### src/sv/lsp_pkg.sv
// ============================================================================
// lsp_pkg: shared types and constants for the line segment prism extruder
// Holds field widths, fixed-point constants, pipeline depths and the item
// record that the datapath hands to the vertex emitter.
// ============================================================================
package lsp_pkg;

	localparam int COORD_W   = 32;
	localparam int FRAC_BITS = 16;
	localparam int HW_W      = 31;
	localparam int UNIT_W    = 31;
	localparam int MAG_W     = 64;
	localparam int OFF_W     = 33;
	localparam int DIFF_W    = 33;
	localparam int CORNER_W  = 3;

	localparam logic [HW_W-1:0] HW_RESET = HW_W'(1) << FRAC_BITS;

	localparam logic [CORNER_W-1:0] LAST_CORNER = CORNER_W'(7);

	// Axis unit: input, normalize and square stages, then
	// one square-root step and one quotient bit per stage.
	localparam int SQ_STEPS  = 32;
	localparam int DIV_STEPS = UNIT_W;
	localparam int AXIS_LAT  = 7 + SQ_STEPS + DIV_STEPS;

	typedef logic [2:0][COORD_W-1:0] point_t;
	typedef logic [2:0][UNIT_W-1:0]  unit3_t;
	typedef logic [2:0][MAG_W-1:0]   mag3_t;
	typedef logic [2:0][OFF_W-1:0]   off3_t;

	typedef struct packed {
		point_t p0;
		point_t p1;
		off3_t  off_side;
		off3_t  off_up;
		logic   degen;
	} item_t;

endpackage

### src/sv/lsp_vert_if.sv
// ============================================================================
// lsp_vert_if: vertex output channel
// Valid/ready channel carrying one extruded vertex word.
// ============================================================================
interface lsp_vert_if;
	logic valid;
	logic ready;
	logic signed [lsp_pkg::COORD_W-1:0] vert_x;
	logic signed [lsp_pkg::COORD_W-1:0] vert_y;
	logic signed [lsp_pkg::COORD_W-1:0] vert_z;
	logic [lsp_pkg::CORNER_W-1:0] corner;
	logic degenerate;
	logic saturated;
	logic last;

	modport source (output valid, vert_x, vert_y, vert_z, corner, degenerate,
		saturated, last, input ready);
	modport sink (input valid, vert_x, vert_y, vert_z, corner, degenerate,
		saturated, last, output ready);
endinterface

### src/sv/lsp_emit.sv
// ============================================================================
// lsp_emit: vertex emitter
// Holds one finished segment and sends its eight vertices, one per cycle
// while the output is not back-pressured, through a registered output.
// ============================================================================
module lsp_emit (
	input  logic           clk,
	input  logic           arst_n,
	input  logic           in_valid,
	input  lsp_pkg::item_t item,
	output logic           take,
	lsp_vert_if.source     vert
);

	localparam logic [lsp_pkg::COORD_W-1:0] COORD_MAX = 32'h7FFF_FFFF;
	localparam logic [lsp_pkg::COORD_W-1:0] COORD_MIN = 32'h8000_0000;

	logic busy_q;
	logic [lsp_pkg::CORNER_W-1:0] cnt_q;
	logic ov_q;
	lsp_pkg::item_t item_q;

	logic [2:0][lsp_pkg::COORD_W-1:0] vx_q;
	logic [lsp_pkg::CORNER_W-1:0] corner_q;
	logic degen_q, sat_q, last_q;

	logic load, at_last;
	lsp_pkg::off3_t off;
	lsp_pkg::point_t base;
	logic [2:0][lsp_pkg::COORD_W-1:0] vx;
	logic sat;
	logic [33:0] b34, o34, s34;

	assign load    = !ov_q || vert.ready;
	assign at_last = (cnt_q == lsp_pkg::LAST_CORNER);
	assign take    = !busy_q || (load && at_last);

	// Corner bit 2 picks the axis, bit 1 the offset sign, bit 0 the endpoint.
	always_comb begin
		off  = cnt_q[2] ? item_q.off_up : item_q.off_side;
		base = cnt_q[0] ? item_q.p1 : item_q.p0;
		sat  = 1'b0;
		b34  = '0;
		o34  = '0;
		s34  = '0;
		for (int c = 0; c < 3; c++) begin
			b34 = {{2{base[c][31]}}, base[c]};
			o34 = {off[c][32], off[c]};
			s34 = cnt_q[1] ? b34 + o34 : b34 - o34;
			if (s34[33:31] == 3'b000 || s34[33:31] == 3'b111) begin
				vx[c] = s34[31:0];
			end else begin
				vx[c] = s34[33] ? COORD_MIN : COORD_MAX;
				sat   = 1'b1;
			end
		end
	end

	always_ff @(posedge clk or negedge arst_n) begin
		if (!arst_n) begin
			busy_q <= 1'b0;
			cnt_q  <= '0;
			ov_q   <= 1'b0;
		end else begin
			if (load) ov_q <= busy_q;
			if (busy_q && load) begin
				cnt_q <= cnt_q + 1'b1;
				if (at_last) busy_q <= 1'b0;
			end
			if (in_valid && take) begin
				busy_q <= 1'b1;
				cnt_q  <= '0;
			end
		end
	end

	always_ff @(posedge clk) begin
		if (in_valid && take) item_q <= item;
		if (busy_q && load) begin
			vx_q     <= vx;
			corner_q <= cnt_q;
			degen_q  <= item_q.degen;
			sat_q    <= sat;
			last_q   <= at_last;
		end
	end

	assign vert.valid      = ov_q;
	assign vert.vert_x     = vx_q[0];
	assign vert.vert_y     = vx_q[1];
	assign vert.vert_z     = vx_q[2];
	assign vert.corner     = corner_q;
	assign vert.degenerate = degen_q;
	assign vert.saturated  = sat_q;
	assign vert.last       = last_q;

endmodule

### src/flat_wrapper.sv
// flat-port wrapper written by rule: the top's interface ports become plain ports
module lsp_emit_flat 
  (clk, arst_n, in_valid, item, take, vert_valid, vert_vert_x, vert_vert_y, vert_vert_z, vert_corner, vert_degenerate, vert_saturated, vert_last, vert_ready);
  lsp_vert_if vert_i ();
  input  logic clk;
  input  logic arst_n;
  input  logic in_valid;
  input  lsp_pkg::item_t item;
  output logic take;
  output wire logic [$bits(vert_i.valid)-1:0] vert_valid;
  output wire logic [$bits(vert_i.vert_x)-1:0] vert_vert_x;
  output wire logic [$bits(vert_i.vert_y)-1:0] vert_vert_y;
  output wire logic [$bits(vert_i.vert_z)-1:0] vert_vert_z;
  output wire logic [$bits(vert_i.corner)-1:0] vert_corner;
  output wire logic [$bits(vert_i.degenerate)-1:0] vert_degenerate;
  output wire logic [$bits(vert_i.saturated)-1:0] vert_saturated;
  output wire logic [$bits(vert_i.last)-1:0] vert_last;
  input wire logic [$bits(vert_i.ready)-1:0] vert_ready;
  assign vert_valid = vert_i.valid;
  assign vert_vert_x = vert_i.vert_x;
  assign vert_vert_y = vert_i.vert_y;
  assign vert_vert_z = vert_i.vert_z;
  assign vert_corner = vert_i.corner;
  assign vert_degenerate = vert_i.degenerate;
  assign vert_saturated = vert_i.saturated;
  assign vert_last = vert_i.last;
  assign vert_i.ready = vert_ready;
  lsp_emit u_core (.clk(clk), .arst_n(arst_n), .in_valid(in_valid), .item(item), .take(take), .vert(vert_i));
endmodule
### config.mk
export PLATFORM = sky130hd
export DESIGN_NAME = lsp_emit_flat
export DESIGN_NICKNAME = d
export VERILOG_FILES = /design/src/sv/lsp_pkg.sv /design/src/sv/lsp_vert_if.sv /design/src/sv/lsp_emit.sv /design/src/flat_wrapper.sv
export SDC_FILE = /design/constraint.sdc
export NUM_CORES = 1
export LEC_CHECK = 0
export ABC_AREA = 1
export BUFFER_PORTS_ARGS = -buffer_cell sky130_fd_sc_hd__buf_4
export CAP_MARGIN = 20
export CORE_MARGIN = 2
export CORE_UTILIZATION = 40
export DETAILED_ROUTE_END_ITERATION = 6
export PLACE_DENSITY = 0.66
export SLEW_MARGIN = 0
export SYNTH_ARGS = -nofsm -noshare
export SYNTH_HDL_FRONTEND = slang
export SYNTH_SLANG_ARGS = --single-unit
### constraint.sdc
create_clock -name clk -period 29.2 [get_ports clk]
set_clock_uncertainty 0.05 [all_clocks]
set_input_delay 5.84 -clock clk [delete_from_list [all_inputs] [get_ports clk]]
set_output_delay 5.84 -clock clk [all_outputs]
set_load 0.005 [all_outputs]
==> run metrics <==
worst hold path type reg2reg; Core ar. 0.0673 mm2; nets 3998; CP Class in2out; initial antenna violation count 8; Worst path max stage delay 0.31 ns; VDD IR max 119 uV; most common cell after layout, fill and taps aside nand2_1; Yosys cell types 42; Max-Cap Viols 0; Pwr per Cell Area ~140 mW/mm2; Port Buf Inserts 498; final setup margin approximately 17 ns; clock power share 15.1%; largest net degree at the start of global routing 177; Via density 4.88; Ys Warns 0; full die area 0.0701 mm2; Final Slew Violations 0; number of CTS-inserted buffers 55; number of synthesized flops with an enable pin approximately 490; fin crit period 12.58 ns; DR iter-0 viols ~1800; Worst Path Max Fanout 3; placed cell count 4309; Starting Density slightly above 40%; postcts setup bufs 0; # rows 95; crit path cell chain buf_4 -> inv_1 -> nand2_1 -> a21oi_1 -> inv_1 -> buf_4; Least-Margin Pin Slew 1.09 ns; CP arrival 6.69 ns; mapped cell area 0.0272 mm2; met1 GRT Util 28.3%; Synth Register Bits 498; Hold Fails Final Rpt 0; RSZ-0062 raised after global routing no; insertion delay to the later sink of the worst-skew pair 0.62 ns; layout cells sized above 1 ~18%; Final Cycle Share between 40% and 50%; Int Power about 2.4 mW; status finished, final reports clean; CTS Root Cell clkbuf_16; design area approximately 0.034 mm2; CTS Buffer Depth 3; most frequent cells in the layout nand2_1, buf_4, edfxtp_1; CP required 23.31 ns; Final HPWL DP 59.8 mm; Max transition margin about 28%; area share of the leading cell type in the synthesized netlist 54.4%; vias in the first global route 20900; biggest area consumer among synthesized cells edfxtp_1; sum of buffers and inverters on the critical path 4; die height 265 um; Final Non-Filler Cells 4415; GRT Util Overall 22.1%; post-synthesis sequential area ratio 54.9%; Area Overhead vs Synth 23.3%; DP Worst Slack 16.60 ns; Comb pwr share approximately 60%; DRT antenna net count 0; DRC 0; H-Tree Depth 2; Final Setup Violations 0; CTS tree done; Slowest cell on crit path a21oi_1; syn_nets 3501; CTS resizes 0; CP endpoint kind output pin; Initial DRT Pass Iterations 5; FF/Latch Area 0.0149 mm2; Post-CTS Hold Buffers 0; WL/cell 17.9 um; num ports 499; syn avg cell area 9.08 um2; clk sinks 498; Most used DFF post-synth edfxtp_1; met2 Use GR 39.0%; sequential share of power 23.7%; setup TNS 0 ns; Cells after Synth 2996; clk slew on worst S/H paths 0.06 ns; Max Clk Rate 79.5 MHz; placed inst area 0.0317 mm2; area of the multi-input gates 0.0107 mm2; Min Hold Slack 0.370 ns; vias 21500; Net Switching about 2.2 mW; filler instances roughly 6200; Leak 15.1 nW; kind of cell adding the most delay to the critical path buffers and inverters; final WL just under 80 mm; ys async rst share 1.00%; Die W roughly 260 um; startpoint types input pin; gr ovfl total 0; Synth area leaders edfxtp_1, nand2_1, ha_1; met3 usage 3.39%; layer with the highest usage met2; Sw Share 47.3%; Final GP Congestion between 0.9 and 1; first-pass GRT wire length 118 mm
-- state kept, by name (all words and copies together), names as in the netlist --
register / cells
u_core.vert.saturated: 1
u_core.vert.corner: 3
u_core.item_q: 391
u_core.vert.degenerate: 1
u_core.vert.vert_x: 32
u_core.busy_q: 1
u_core.vert.vert_z: 32
u_core.cnt_q: 3
u_core.vert.vert_y: 32
u_core.vert.valid: 1
u_core.vert.last: 1
-- metal layers --
layer	up-vias	part of all wire, %
li1	10800	-
met1	9961	42
met2	641	50
met3	94	6.1
met4	0	2.0
met5	-	0
-- per-stage QoR --
| stage | util, % | total power [mW] |
|---|---|---|
| 2_1_floorplan | - | 3.21 |
| 3_3_place_gp | 47.2 | 3.91 |
| 3_5_place_dp | 47.2 | 3.93 |
| 4_1_cts | 49.8 | 4.64 |
| 5_1_grt | 49.8 | 5.03 |
| 6_report | 49.8 | 4.62 |
-- cell usage after synthesis (5+ instances only) --
cell	instances
a21o_1	6
a21oi_1	139
a31oi_1	8
and2_1	6
buf_1	5
buf_2	11
buf_4	12
buf_6	16
clkbuf_1	27
dfrtp_1	5
edfxtp_1	493
ha_1	107
inv_1	303
nand2_1	1150
nand2_2	7
nand3_1	88
nand4_1	21
nor2_1	219
nor2_2	5
nor3_1	11
nor4_1	13
o211ai_1	5
o21ai_0	81
o21ai_1	21
o21bai_1	16
or2_2	14
xnor2_1	66
xor2_1	107
-- power by group through the flow --
stage | clock network (mW) | registers [mW] | logic [mW]
6_report | 0.696 | 1.09 | 2.83
5_1_grt | 0.735 | 1.11 | 3.19
4_1_cts | 0.710 | 1.10 | 2.83
3_5_place_dp | 0 | 1.11 | 2.82
3_3_place_gp | 0 | 1.11 | 2.80
2_1_floorplan | 0 | 1.12 | 2.09
-- kinds of logic after synthesis --
kind of cell / Yosys count / synth area share [%]
AOI/OAI and AO/OA: 288 / 5.71
xor gates and xnor gates: 173 / 5.57
adders and majority gates: 110 / 5.14
buffers and inverters: 376 / 5.86
DFF: 498 / 54.9
muxes: 3 / 0.110
and+or+nand+nor: 1548 / 22.7
-- worst reg2reg max path: cells and delay by family (launching register included) --
| family | cells | cell delay [ns] |
|---|---|---|
| and+or+nand+nor | 19 | 2.56 |
| buffers and inverters | 3 | 1.21 |
| AOI/OAI and AO/OA | 4 | 0.85 |
| DFF | 1 | 0.62 |
| adders and majority gates | 2 | 0.57 |
-- layout make-up --
class                           count  share of cell area (%)
Sequential cell                   498                    44.6
Multi-Input combinational cell   2122                    31.9
Timing Repair Buffer              511                    11.5
Clock buffer                       63                    4.19
Inverter                          305                    3.43
Tap cell                          873                    3.26
Clock inverter                     35                    1.13
Antenna cell                        8                  0.0597
-- final timing paths --
check                                      start                      to  slack [ns]  cells after the start
worst max-delay path                  vert_ready                    take       16.62                      6
worst min-delay path            u_core.item_q[0]  u_core.vert.degenerate        0.37                      0
worst max register to register   u_core.cnt_q[2]   u_core.vert.vert_x[3]       23.04                     28
worst min register to register  u_core.item_q[0]  u_core.vert.degenerate        0.37                      0
max in group asynchronous                 arst_n         u_core.cnt_q[2]       24.01                      1
min in group asynchronous                 arst_n           u_core.busy_q        4.97                      1
(Power assumes the default switching activity.)
